### src/design/i2c_eeprom_transfer_sequencer_macros.svh
// Assertion helpers used by the sequencer top module.
// Both expect clk_i and rst_ni to be visible where they are used.
`ifndef I2C_EEPROM_TRANSFER_SEQUENCER_MACROS_SVH
`define I2C_EEPROM_TRANSFER_SEQUENCER_MACROS_SVH

// Same-cycle implication.
`define I2CEE_ASSERT_IMPL(label, ante, cons) \
  label: assert property (@(posedge clk_i) disable iff (!rst_ni) (ante) |-> (cons)) \
    else $error("i2cee: same-cycle check failed");

// Next-cycle implication.
`define I2CEE_ASSERT_NEXT(label, ante, cons) \
  label: assert property (@(posedge clk_i) disable iff (!rst_ni) (ante) |=> (cons)) \
    else $error("i2cee: next-cycle check failed");

`endif

### src/design/i2cee_pkg.sv
`timescale 1ns / 1ps

package i2cee_pkg;

  localparam int unsigned BUFFER_DEPTH_DEFAULT = 256;
  localparam int unsigned BLOCK_BITS_DEFAULT   = 3;

  typedef enum logic [1:0] {
    KIND_LOAD  = 2'd0,
    KIND_READ  = 2'd1,
    KIND_WRITE = 2'd2,
    KIND_EVENT = 2'd3
  } kind_e;

  localparam logic [1:0] START_NONE     = 2'd0;
  localparam logic [1:0] START_ACCEPTED = 2'd1;
  localparam logic [1:0] START_BUSY     = 2'd2;

  // Bit positions in the controller status word.
  localparam int unsigned FLAG_SB   = 0;
  localparam int unsigned FLAG_ADDR = 1;
  localparam int unsigned FLAG_BTF  = 2;
  localparam int unsigned FLAG_RXNE = 6;
  localparam int unsigned FLAG_TXE  = 7;
  localparam int unsigned FLAG_NACK = 10;

  typedef struct packed {
    logic [1:0]  kind;
    logic [7:0]  dev_addr;
    logic [10:0] mem_addr;
    logic [8:0]  length;
    logic        bus_busy;
    logic [10:0] status_flags;
    logic [7:0]  data_byte;
    logic [7:0]  load_index;
  } item_t;

  typedef struct packed {
    logic       write_valid;
    logic [7:0] write_byte;
    logic       start_cond;
    logic       stop_cond;
    logic       ack_level;
    logic       clear_nack;
    logic       read_valid;
    logic [7:0] read_byte;
    logic [7:0] read_index;
    logic       done_res;
    logic [1:0] start_status;
    logic       active;
  } result_t;

endpackage

### src/design/i2cee_in_if.sv
`timescale 1ns / 1ps

interface i2cee_in_if;
  logic        valid;
  logic        ready;
  logic [1:0]  kind;
  logic [7:0]  dev_addr;
  logic [10:0] mem_addr;
  logic [8:0]  length;
  logic        bus_busy;
  logic [10:0] status_flags;
  logic [7:0]  data_byte;
  logic [7:0]  load_index;

  modport source (
    output valid, kind, dev_addr, mem_addr, length, bus_busy, status_flags, data_byte,
           load_index,
    input  ready
  );

  modport sink (
    input  valid, kind, dev_addr, mem_addr, length, bus_busy, status_flags, data_byte,
           load_index,
    output ready
  );
endinterface

### src/design/i2cee_out_if.sv
`timescale 1ns / 1ps

interface i2cee_out_if;
  logic       valid;
  logic       ready;
  logic       write_valid;
  logic [7:0] write_byte;
  logic       start_cond;
  logic       stop_cond;
  logic       ack_level;
  logic       clear_nack;
  logic       read_valid;
  logic [7:0] read_byte;
  logic [7:0] read_index;
  logic       done_res;
  logic [1:0] start_status;
  logic       active;

  modport source (
    output valid, write_valid, write_byte, start_cond, stop_cond, ack_level, clear_nack,
           read_valid, read_byte, read_index, done_res, start_status, active,
    input  ready
  );

  modport sink (
    input  valid, write_valid, write_byte, start_cond, stop_cond, ack_level, clear_nack,
           read_valid, read_byte, read_index, done_res, start_status, active,
    output ready
  );
endinterface

### src/design/i2cee_ram.sv
`timescale 1ns / 1ps

module i2cee_ram #(
  parameter int unsigned WIDTH = 8,
  parameter int unsigned DEPTH = 256,
  localparam int unsigned AW = (DEPTH > 1) ? $clog2(DEPTH) : 1
) (
  input  logic             clk_i,
  input  logic             we_i,
  input  logic [AW-1:0]    waddr_i,
  input  logic [WIDTH-1:0] wdata_i,
  input  logic             re_i,
  input  logic [AW-1:0]    raddr_i,
  output logic [WIDTH-1:0] rdata_o
);

  logic [WIDTH-1:0] mem_q [DEPTH];
  logic [WIDTH-1:0] rdata_q;

  always_ff @(posedge clk_i) begin
    if (we_i) begin
      mem_q[waddr_i] <= wdata_i;
    end
    if (re_i) begin
      rdata_q <= mem_q[raddr_i];
    end
  end

  assign rdata_o = rdata_q;

endmodule

### src/design/i2cee_core.sv
`timescale 1ns / 1ps

module i2cee_core #(
  parameter int unsigned BUFFER_DEPTH = i2cee_pkg::BUFFER_DEPTH_DEFAULT,
  parameter int unsigned BLOCK_BITS   = i2cee_pkg::BLOCK_BITS_DEFAULT,
  localparam int unsigned AW = (BUFFER_DEPTH > 1) ? $clog2(BUFFER_DEPTH) : 1
) (
  input  logic              clk_i,
  input  logic              rst_ni,
  input  logic              step_i,
  input  i2cee_pkg::item_t  item_i,
  input  logic [7:0]        tx_data_i,
  output logic [AW-1:0]     tx_raddr_o,
  output i2cee_pkg::result_t result_o
);
  import i2cee_pkg::*;

  typedef enum logic [10:0] {
    PH_IDLE    = 11'b000_0000_0001,
    PH_R_START = 11'b000_0000_0010,
    PH_R_WADDR = 11'b000_0000_0100,
    PH_R_WORD  = 11'b000_0000_1000,
    PH_R_RSTRT = 11'b000_0001_0000,
    PH_R_MODE  = 11'b000_0010_0000,
    PH_R_DATA  = 11'b000_0100_0000,
    PH_T_START = 11'b000_1000_0000,
    PH_T_ADDR  = 11'b001_0000_0000,
    PH_T_DATA  = 11'b010_0000_0000,
    PH_T_LAST  = 11'b100_0000_0000
  } phase_e;

  localparam logic [2:0]    BlockMask = 3'((1 << BLOCK_BITS) - 1);
  localparam logic [AW-1:0] PtrLast   = AW'(BUFFER_DEPTH - 1);

  phase_e      phase_q, phase_d;
  logic [8:0]  byte_count_q, byte_count_d;
  logic [8:0]  xfer_length_q, xfer_length_d;
  logic [7:0]  device_byte_q, device_byte_d;
  logic [10:0] word_address_q, word_address_d;
  logic        ack_enabled_q, ack_enabled_d;
  logic [AW-1:0] tx_ptr_q, tx_ptr_d;

  logic [7:0] addr_block;
  logic [8:0] eff_length;
  logic       last_read;

  // Device address with block bits folded in, direction bit cleared for write.
  assign addr_block = {device_byte_q[7:4], device_byte_q[3:1] | (word_address_q[10:8] & BlockMask),
                       1'b0};
  assign eff_length = (xfer_length_q == 9'd0) ? 9'd1 : xfer_length_q;
  assign last_read  = !(({1'b0, byte_count_q} + 10'd1) < {1'b0, eff_length});

  always_comb begin
    phase_d        = phase_q;
    byte_count_d   = byte_count_q;
    xfer_length_d  = xfer_length_q;
    device_byte_d  = device_byte_q;
    word_address_d = word_address_q;
    ack_enabled_d  = ack_enabled_q;
    tx_ptr_d       = tx_ptr_q;
    result_o       = '0;

    if (step_i) begin
      case (kind_e'(item_i.kind))
        KIND_LOAD: begin
          // Buffer writes happen at acceptance in the top level.
        end
        KIND_READ, KIND_WRITE: begin
          if (item_i.bus_busy || (phase_q != PH_IDLE)) begin
            result_o.start_status = START_BUSY;
          end else begin
            result_o.start_status = START_ACCEPTED;
            result_o.start_cond   = 1'b1;
            byte_count_d          = '0;
            tx_ptr_d              = '0;
            xfer_length_d         = item_i.length;
            device_byte_d         = item_i.dev_addr;
            word_address_d        = item_i.mem_addr;
            if (kind_e'(item_i.kind) == KIND_READ) begin
              ack_enabled_d = 1'b1;
              phase_d       = PH_R_START;
            end else begin
              phase_d = PH_T_START;
            end
          end
        end
        KIND_EVENT: begin
          case (phase_q)
            PH_IDLE: begin
            end
            PH_R_START, PH_T_START: begin
              if (item_i.status_flags[FLAG_SB]) begin
                result_o.write_valid = 1'b1;
                result_o.write_byte  = addr_block;
                phase_d = (phase_q == PH_R_START) ? PH_R_WADDR : PH_T_ADDR;
              end
            end
            PH_R_WADDR: begin
              if (item_i.status_flags[FLAG_ADDR]) begin
                result_o.write_valid = 1'b1;
                result_o.write_byte  = word_address_q[7:0];
                phase_d              = PH_R_WORD;
              end
            end
            PH_R_WORD: begin
              if (item_i.status_flags[FLAG_TXE]) begin
                result_o.start_cond = 1'b1;
                phase_d             = PH_R_RSTRT;
              end
            end
            PH_R_RSTRT: begin
              if (item_i.status_flags[FLAG_SB]) begin
                result_o.write_valid = 1'b1;
                result_o.write_byte  = device_byte_q | 8'h01;
                phase_d              = PH_R_MODE;
              end
            end
            PH_R_MODE: begin
              if (item_i.status_flags[FLAG_ADDR]) begin
                phase_d = PH_R_DATA;
              end
            end
            PH_R_DATA: begin
              if (item_i.status_flags[FLAG_RXNE]) begin
                result_o.read_valid = 1'b1;
                result_o.read_byte  = item_i.data_byte;
                result_o.read_index = byte_count_q[7:0];
                byte_count_d        = byte_count_q + 9'd1;
                if (last_read) begin
                  ack_enabled_d      = 1'b0;
                  result_o.stop_cond = 1'b1;
                  result_o.done_res  = 1'b1;
                  phase_d            = PH_IDLE;
                end
              end
            end
            PH_T_ADDR: begin
              // A NACK means the device is still busy: clear it and poll again.
              if (item_i.status_flags[FLAG_NACK]) begin
                result_o.clear_nack = 1'b1;
                result_o.start_cond = 1'b1;
                phase_d             = PH_T_START;
              end else if (item_i.status_flags[FLAG_ADDR]) begin
                result_o.write_valid = 1'b1;
                result_o.write_byte  = word_address_q[7:0];
                phase_d              = PH_T_DATA;
              end
            end
            PH_T_DATA: begin
              if (item_i.status_flags[FLAG_TXE]) begin
                if (byte_count_q < xfer_length_q) begin
                  result_o.write_valid = 1'b1;
                  result_o.write_byte  = tx_data_i;
                  byte_count_d         = byte_count_q + 9'd1;
                  tx_ptr_d             = (tx_ptr_q == PtrLast) ? '0 : tx_ptr_q + AW'(1);
                end else begin
                  phase_d = PH_T_LAST;
                end
              end
            end
            PH_T_LAST: begin
              if (item_i.status_flags[FLAG_BTF]) begin
                result_o.stop_cond = 1'b1;
                result_o.done_res  = 1'b1;
                phase_d            = PH_IDLE;
              end
            end
            default: begin
              phase_d = PH_IDLE;
            end
          endcase
        end
        default: begin
        end
      endcase
    end

    result_o.ack_level = ack_enabled_d;
    result_o.active    = (phase_d != PH_IDLE);
  end

  // The buffer is read one step ahead, at the position the next item will use.
  assign tx_raddr_o = tx_ptr_d;

  always_ff @(posedge clk_i or negedge rst_ni) begin
    if (!rst_ni) begin
      phase_q        <= PH_IDLE;
      byte_count_q   <= '0;
      xfer_length_q  <= '0;
      device_byte_q  <= '0;
      word_address_q <= '0;
      ack_enabled_q  <= 1'b1;
      tx_ptr_q       <= '0;
    end else begin
      phase_q        <= phase_d;
      byte_count_q   <= byte_count_d;
      xfer_length_q  <= xfer_length_d;
      device_byte_q  <= device_byte_d;
      word_address_q <= word_address_d;
      ack_enabled_q  <= ack_enabled_d;
      tx_ptr_q       <= tx_ptr_d;
    end
  end

endmodule

### src/design/i2c_eeprom_transfer_sequencer.sv
`timescale 1ns / 1ps
// I2C EEPROM transfer sequencer.
// Input channel in_i carries one word per command: a transmit buffer load, a
// read start, a write start, or a controller status event. Output channel out_o
// returns exactly one result word per input word, in order, telling the bus
// controller what to do (byte to write, start, stop, ack level, nack clear) and
// reporting received bytes, start status and transaction completion.
// A word accepted from in_i is held in the input register; its result is loaded
// into the result register when the core steps it, which waits while the result
// register holds an unread word. Throughput: one word per cycle while out_o.ready is high.
// Transmit bytes live in a buffer RAM with a registered read port; the read for
// a data byte is issued when the event word is accepted, so the byte is ready when that word steps.
// Reset returns the sequencer to idle with the ack enabled and all counters
// cleared; buffer contents are undefined until loaded.
// When the receiver stalls, the result register holds its word, the input
// register holds the next one, and in_i.ready drops until out_o.ready returns.
`include "i2c_eeprom_transfer_sequencer_macros.svh"

module i2c_eeprom_transfer_sequencer #(
  parameter int unsigned BUFFER_DEPTH = i2cee_pkg::BUFFER_DEPTH_DEFAULT,
  parameter int unsigned BLOCK_BITS   = i2cee_pkg::BLOCK_BITS_DEFAULT
) (
  input logic            clk_i,
  input logic            rst_ni,
  i2cee_in_if.sink       in_i,
  i2cee_out_if.source    out_o
);
  import i2cee_pkg::*;

  localparam int unsigned AW = (BUFFER_DEPTH > 1) ? $clog2(BUFFER_DEPTH) : 1;

  logic          in_accept;
  logic          s1_valid_q;
  item_t         s1_item_q;
  logic          s1_adv;
  logic          out_valid_q;
  result_t       result_q;
  result_t       step_result;
  logic [AW-1:0] tx_raddr;
  logic [7:0]    tx_rdata;
  logic          buf_we;
  logic          out_refused;
  logic          out_done;

  assign s1_adv     = s1_valid_q && (!out_valid_q || out_o.ready);
  assign in_i.ready = !s1_valid_q || s1_adv;
  assign in_accept  = in_i.valid && in_i.ready;

  // Loads go straight into the buffer; indexes past its end are dropped.
  assign buf_we = in_accept && (kind_e'(in_i.kind) == KIND_LOAD)
                  && (32'(in_i.load_index) < BUFFER_DEPTH);

  i2cee_ram #(
    .WIDTH (8),
    .DEPTH (BUFFER_DEPTH)
  ) u_tx_buf (
    .clk_i   (clk_i),
    .we_i    (buf_we),
    .waddr_i (AW'(in_i.load_index)),
    .wdata_i (in_i.data_byte),
    .re_i    (in_accept),
    .raddr_i (tx_raddr),
    .rdata_o (tx_rdata)
  );

  i2cee_core #(
    .BUFFER_DEPTH (BUFFER_DEPTH),
    .BLOCK_BITS   (BLOCK_BITS)
  ) u_core (
    .clk_i      (clk_i),
    .rst_ni     (rst_ni),
    .step_i     (s1_adv),
    .item_i     (s1_item_q),
    .tx_data_i  (tx_rdata),
    .tx_raddr_o (tx_raddr),
    .result_o   (step_result)
  );

  always_ff @(posedge clk_i or negedge rst_ni) begin
    if (!rst_ni) begin
      s1_valid_q  <= 1'b0;
      out_valid_q <= 1'b0;
    end else begin
      if (in_i.ready) begin
        s1_valid_q <= in_i.valid;
      end
      if (s1_adv) begin
        out_valid_q <= 1'b1;
      end else if (out_o.ready) begin
        out_valid_q <= 1'b0;
      end
    end
  end

  always_ff @(posedge clk_i) begin
    if (in_accept) begin
      s1_item_q.kind         <= in_i.kind;
      s1_item_q.dev_addr     <= in_i.dev_addr;
      s1_item_q.mem_addr     <= in_i.mem_addr;
      s1_item_q.length       <= in_i.length;
      s1_item_q.bus_busy     <= in_i.bus_busy;
      s1_item_q.status_flags <= in_i.status_flags;
      s1_item_q.data_byte    <= in_i.data_byte;
      s1_item_q.load_index   <= in_i.load_index;
    end
    if (s1_adv) begin
      result_q <= step_result;
    end
  end

  assign out_o.valid        = out_valid_q;
  assign out_o.write_valid  = result_q.write_valid;
  assign out_o.write_byte   = result_q.write_byte;
  assign out_o.start_cond   = result_q.start_cond;
  assign out_o.stop_cond    = result_q.stop_cond;
  assign out_o.ack_level    = result_q.ack_level;
  assign out_o.clear_nack   = result_q.clear_nack;
  assign out_o.read_valid   = result_q.read_valid;
  assign out_o.read_byte    = result_q.read_byte;
  assign out_o.read_index   = result_q.read_index;
  assign out_o.done_res     = result_q.done_res;
  assign out_o.start_status = result_q.start_status;
  assign out_o.active       = result_q.active;

  assign out_refused = out_valid_q && (result_q.start_status == START_BUSY);
  assign out_done    = out_valid_q && result_q.done_res;

  `I2CEE_ASSERT_NEXT(a_step_fills_output, s1_adv, out_valid_q)
  `I2CEE_ASSERT_IMPL(a_refused_no_start, out_refused, !result_q.start_cond)
  `I2CEE_ASSERT_IMPL(a_done_stops_idle, out_done, result_q.stop_cond && !result_q.active)
  `I2CEE_ASSERT_IMPL(a_one_direction, out_valid_q, !(result_q.read_valid && result_q.write_valid))

endmodule

### src/flat_wrapper.sv
// flat-port wrapper written by rule: the top's interface ports become plain ports
module i2c_eeprom_transfer_sequencer_flat import i2cee_pkg::*;
#(
  parameter int unsigned BUFFER_DEPTH = i2cee_pkg::BUFFER_DEPTH_DEFAULT,
  parameter int unsigned BLOCK_BITS   = i2cee_pkg::BLOCK_BITS_DEFAULT
)
  (clk_i, rst_ni, in_i_valid, in_i_kind, in_i_dev_addr, in_i_mem_addr, in_i_length, in_i_bus_busy, in_i_status_flags, in_i_data_byte, in_i_load_index, in_i_ready, out_o_valid, out_o_write_valid, out_o_write_byte, out_o_start_cond, out_o_stop_cond, out_o_ack_level, out_o_clear_nack, out_o_read_valid, out_o_read_byte, out_o_read_index, out_o_done_res, out_o_start_status, out_o_active, out_o_ready);
  i2cee_in_if in_i_i ();
  i2cee_out_if out_o_i ();
  input logic clk_i;
  input logic rst_ni;
  input wire logic [$bits(in_i_i.valid)-1:0] in_i_valid;
  input wire logic [$bits(in_i_i.kind)-1:0] in_i_kind;
  input wire logic [$bits(in_i_i.dev_addr)-1:0] in_i_dev_addr;
  input wire logic [$bits(in_i_i.mem_addr)-1:0] in_i_mem_addr;
  input wire logic [$bits(in_i_i.length)-1:0] in_i_length;
  input wire logic [$bits(in_i_i.bus_busy)-1:0] in_i_bus_busy;
  input wire logic [$bits(in_i_i.status_flags)-1:0] in_i_status_flags;
  input wire logic [$bits(in_i_i.data_byte)-1:0] in_i_data_byte;
  input wire logic [$bits(in_i_i.load_index)-1:0] in_i_load_index;
  output wire logic [$bits(in_i_i.ready)-1:0] in_i_ready;
  output wire logic [$bits(out_o_i.valid)-1:0] out_o_valid;
  output wire logic [$bits(out_o_i.write_valid)-1:0] out_o_write_valid;
  output wire logic [$bits(out_o_i.write_byte)-1:0] out_o_write_byte;
  output wire logic [$bits(out_o_i.start_cond)-1:0] out_o_start_cond;
  output wire logic [$bits(out_o_i.stop_cond)-1:0] out_o_stop_cond;
  output wire logic [$bits(out_o_i.ack_level)-1:0] out_o_ack_level;
  output wire logic [$bits(out_o_i.clear_nack)-1:0] out_o_clear_nack;
  output wire logic [$bits(out_o_i.read_valid)-1:0] out_o_read_valid;
  output wire logic [$bits(out_o_i.read_byte)-1:0] out_o_read_byte;
  output wire logic [$bits(out_o_i.read_index)-1:0] out_o_read_index;
  output wire logic [$bits(out_o_i.done_res)-1:0] out_o_done_res;
  output wire logic [$bits(out_o_i.start_status)-1:0] out_o_start_status;
  output wire logic [$bits(out_o_i.active)-1:0] out_o_active;
  input wire logic [$bits(out_o_i.ready)-1:0] out_o_ready;
  assign in_i_i.valid = in_i_valid;
  assign in_i_i.kind = in_i_kind;
  assign in_i_i.dev_addr = in_i_dev_addr;
  assign in_i_i.mem_addr = in_i_mem_addr;
  assign in_i_i.length = in_i_length;
  assign in_i_i.bus_busy = in_i_bus_busy;
  assign in_i_i.status_flags = in_i_status_flags;
  assign in_i_i.data_byte = in_i_data_byte;
  assign in_i_i.load_index = in_i_load_index;
  assign in_i_ready = in_i_i.ready;
  assign out_o_valid = out_o_i.valid;
  assign out_o_write_valid = out_o_i.write_valid;
  assign out_o_write_byte = out_o_i.write_byte;
  assign out_o_start_cond = out_o_i.start_cond;
  assign out_o_stop_cond = out_o_i.stop_cond;
  assign out_o_ack_level = out_o_i.ack_level;
  assign out_o_clear_nack = out_o_i.clear_nack;
  assign out_o_read_valid = out_o_i.read_valid;
  assign out_o_read_byte = out_o_i.read_byte;
  assign out_o_read_index = out_o_i.read_index;
  assign out_o_done_res = out_o_i.done_res;
  assign out_o_start_status = out_o_i.start_status;
  assign out_o_active = out_o_i.active;
  assign out_o_i.ready = out_o_ready;
  i2c_eeprom_transfer_sequencer #(.BUFFER_DEPTH(BUFFER_DEPTH), .BLOCK_BITS(BLOCK_BITS)) u_core (.clk_i(clk_i), .rst_ni(rst_ni), .in_i(in_i_i), .out_o(out_o_i));
endmodule
### config.mk
export PLATFORM = sky130hd
export DESIGN_NAME = i2c_eeprom_transfer_sequencer_flat
export DESIGN_NICKNAME = d
export VERILOG_FILES = /design/src/design/i2cee_pkg.sv /design/src/design/i2cee_in_if.sv /design/src/design/i2cee_out_if.sv /design/src/design/i2cee_ram.sv /design/src/design/i2cee_core.sv /design/src/design/i2c_eeprom_transfer_sequencer.sv /design/src/flat_wrapper.sv
export VERILOG_INCLUDE_DIRS = /design/src /design/src/design
export SDC_FILE = /design/constraint.sdc
export NUM_CORES = 2
export LEC_CHECK = 0
export BUFFER_PORTS_ARGS = -buffer_cell sky130_fd_sc_hd__buf_2
export CORE_UTILIZATION = 35
export CTS_CLUSTER_DIAMETER = 80
export DETAILED_ROUTE_END_ITERATION = 8
export SLEW_MARGIN = 25
export SYNTH_ARGS = -nofsm -noshare
export SYNTH_HDL_FRONTEND = slang
export SYNTH_SLANG_ARGS = --single-unit
export TNS_END_PERCENT = 100
### constraint.sdc
create_clock -name clk_i -period 6.7 [get_ports clk_i]
set_clock_uncertainty 0.05 [all_clocks]
set_input_delay 0.67 -clock clk_i [delete_from_list [all_inputs] [get_ports clk_i]]
set_output_delay 0.67 -clock clk_i [all_outputs]
set_load 0.005 [all_outputs]
==> results.ini <==
[yosys]
synth_area_leaders=edfxtp_1, nand2_1, nand3_1, and3_1, dfrtp_1
yosys_register_bits=2191
post-synth-top-count-cell=edfxtp_1
yosysTopAreaCell=edfxtp_1
yosysSeqAreaShare_pct=74.3
synth_area_um2=88200
ys_types=77
synth_common_cells=edfxtp_1, nand2_1, nand3_1
synth-edff-count=2133
synthCells=6521
ys.flop_type=edfxtp_1
yosysTopAreaCellShare_pct=72.6
synth_nets=6604
synthArstFlopShare_pct=2.65
syn_area_per_cell_um2=13.5
yosys_warnings=0

[drt]
viasPerCell=5.47
post-route-drc-count=0
drt_wl_total_um=244000
first_pass_iters=6
drtIter0Drc=6763
antenna_left=0
wl_per_cell_um=24.2
vias=55309

[cts]
clk_latency_ps=890
path_clk_slew_ps=70
holdBufCountCts=38
numCtsBuffers=215
cts-root-buf=clkbuf_16
cts_tree=done
cts_setup_buffers=0
cts_resized=0
cts_max_level=4
cts.sinks=2191
clockBufferDepth=3

[sta]
finalHoldViolCount=0
fmax_mhz=152
relSlewSlack_pct=27.2
min_period_ps=6580
finalMaxSlewViolations=0
period_share_pct=98.2
worstMarginPinSlew_ps=1090
grt_setup_unrepaired=no
setup_viol=0
setup-tns-final_ps=0

[placement]
hpwlAfterDp_um=140000
place.gp.congestion=0.894
io_buffers=91

[global_routing]
gr-usage-all-layers_pct=18.7
overflow=0
grt_max_degree=185
grt_pass1_wl_um=356000
grt_pass1_vias=53008
antenna_found_initial=12

[worst_setup_path]
crit_arrival_ps=7220
timing.rr.end=u_core.u_tx_buf.rdata_o[0]$_DFFE_PP_
r2r-start=u_core.u_core.phase_q[1]$_DFF_PN0_
startpoint_type=flip-flop
r2r_slack_ps=120
crit_path_end_kind=flip-flop
rr_worst_depth=12
critPathKind=reg -> reg
worstPathMaxFanout=13
worst_ep_required_time_ps=7340

[power]
p_leak_nw=33.6
power_density_nw_per_um2=280
max-vdd-ir-drop_v=0.000253

[die]
die_height_um=504
placementRows=183
dieArea_um2=254000
initial_core_util_pct=35.3
die_w_um=504
core_um2=250000
ios=98

[run_status]
status=finished, final reports clean

[final_layout]
drive_gt1_share_pct=10.0
fin_util_pct=40.1
fillCellCount=22942
layout.nets=6677
area_growth_pct=13.4

[worst_hold_path]
min_to=u_core.out_o.valid$_DFFE_PN0P_
min_path_cells=3
worstHoldStart=out_o_ready
holdCritPathClass=in -> reg

[flow_run]
maxCapViolCount=0

## worst max-delay path by stage
stage                                             startpoint  slack [ps]                              endpoint
after floorplan           u_core.u_core.phase_q[1]$_DFF_PN0_        2470  u_core.u_tx_buf.rdata_o[0]$_DFFE_PP_
after detailed placement  u_core.u_core.phase_q[1]$_DFF_PN0_         490  u_core.u_tx_buf.rdata_o[0]$_DFFE_PP_
after global placement    u_core.u_core.phase_q[1]$_DFF_PN0_         560  u_core.u_tx_buf.rdata_o[0]$_DFFE_PP_
after CTS                 u_core.u_core.phase_q[1]$_DFF_PN0_         450  u_core.u_tx_buf.rdata_o[0]$_DFFE_PP_
after global routing      u_core.u_core.phase_q[1]$_DFF_PN0_         150  u_core.u_tx_buf.rdata_o[1]$_DFFE_PP_
final                     u_core.u_core.phase_q[1]$_DFF_PN0_         120  u_core.u_tx_buf.rdata_o[0]$_DFFE_PP_
## where the power goes
part | internal (W) | switching (W)
Sequential | 0.0152 | 0.000102
Clock | 0.00664 | 0.00527
Combinational | 0.000247 | 0.000549
## routing by layer
metal / part of all wire, % / GRT usage, %
met2: 46 / 29.3
met3: 8.3 / 3.35
met4: 4.1 / 7.66
met1: 41 / 25.6
met5: 0.0029 / 0
## per-stage QoR
step	area (um^2)	total power [W]	hold slack, ps	setup WS [ps]	instances
2_1_floorplan	88200	0.0159	324	2470	6521
3_3_place_gp	92700	0.0163	414	558	9669
3_5_place_dp	92700	0.0163	414	486	9669
4_1_cts	99900	0.0281	32.0	455	10103
5_1_grt	99900	0.0287	86.4	152	10106
6_report	100000	0.0280	107	118	10109
## critical path: stages, from the launching register on
cell and delay (ps):
dfrtp_1 470, or4_1 710, or4_4 580, a21bo_1 410, o21ai_1 210, o41a_2 170, clkinv_1 570, nand2_1 890
a21oi_1 180, or4_1 550, a221oi_1 600, o221ai_1 650, a31oi_1 320
## cell usage in the layout (no fill, tap or decap), types with 9 or more instances in the layout
cell,n
buf_2,83
clkbuf_16,217
mux2_2,34
clkinv_1,48
a221oi_1,14
nand3_1,415
dlygate4sd3_1,38
inv_1,30
buf_4,135
o211ai_1,15
or4_1,18
bufinv_16,16
edfxtp_1,2133
and2_1,25
a21oi_1,159
clkbuf_1,59
dfrtp_1,56
nor3_1,27
and3_1,255
nand4_1,21
a211oi_1,140
mux2i_1,59
nor2b_1,18
a311oi_1,119
o22ai_1,69
a31oi_1,209
clkinv_2,31
nand2_1,1610
mux4_2,48
nor4_1,40
buf_12,29
nand2_2,9
ha_1,21
nor2_1,301
o21ai_0,92
## cells by family (layout without fill, tap and decap cells)
kind of cell	after synthesis	after routing	synth area share (%)
AND/OR/NAND/NOR	2792	2792	13.8
flip-flops	2191	2191	74.3
AO/OA/AOI/OAI	894	894	6.85
buffers and inverters	473	725	2.35
multiplexers	142	142	2.34
adder cells (fa/ha/maj)	21	21	0.298
XOR/XNOR	8	8	0.0795
other	0	6	0
## registers in the layout, summed over array words and instances, names as in the netlist, 9 cells and up
name and flops:
u_core.u_core.word_address_q 11, u_core.u_core.xfer_length_q 9, u_core.u_tx_buf.mem_q 2048, u_core.s1_item_q 44
u_core.u_core.phase_q 11, u_core.u_core.byte_count_q 9
## final cells by class
type | instances | area [um^2] | share of cell area [%]
repair buffers | 294 | 2520 | 2.52
multi-input cells | 3857 | 20700 | 20.7
well taps | 3330 | 4170 | 4.17
clock inverters | 117 | 1210 | 1.21
diodes | 6 | 15.0 | 0.0150
inverters | 35 | 149 | 0.149
clock buffers | 279 | 5690 | 5.70
flip-flops and latches | 2191 | 65500 | 65.5
No activity file was read; power rests on OpenSTA's default activity.
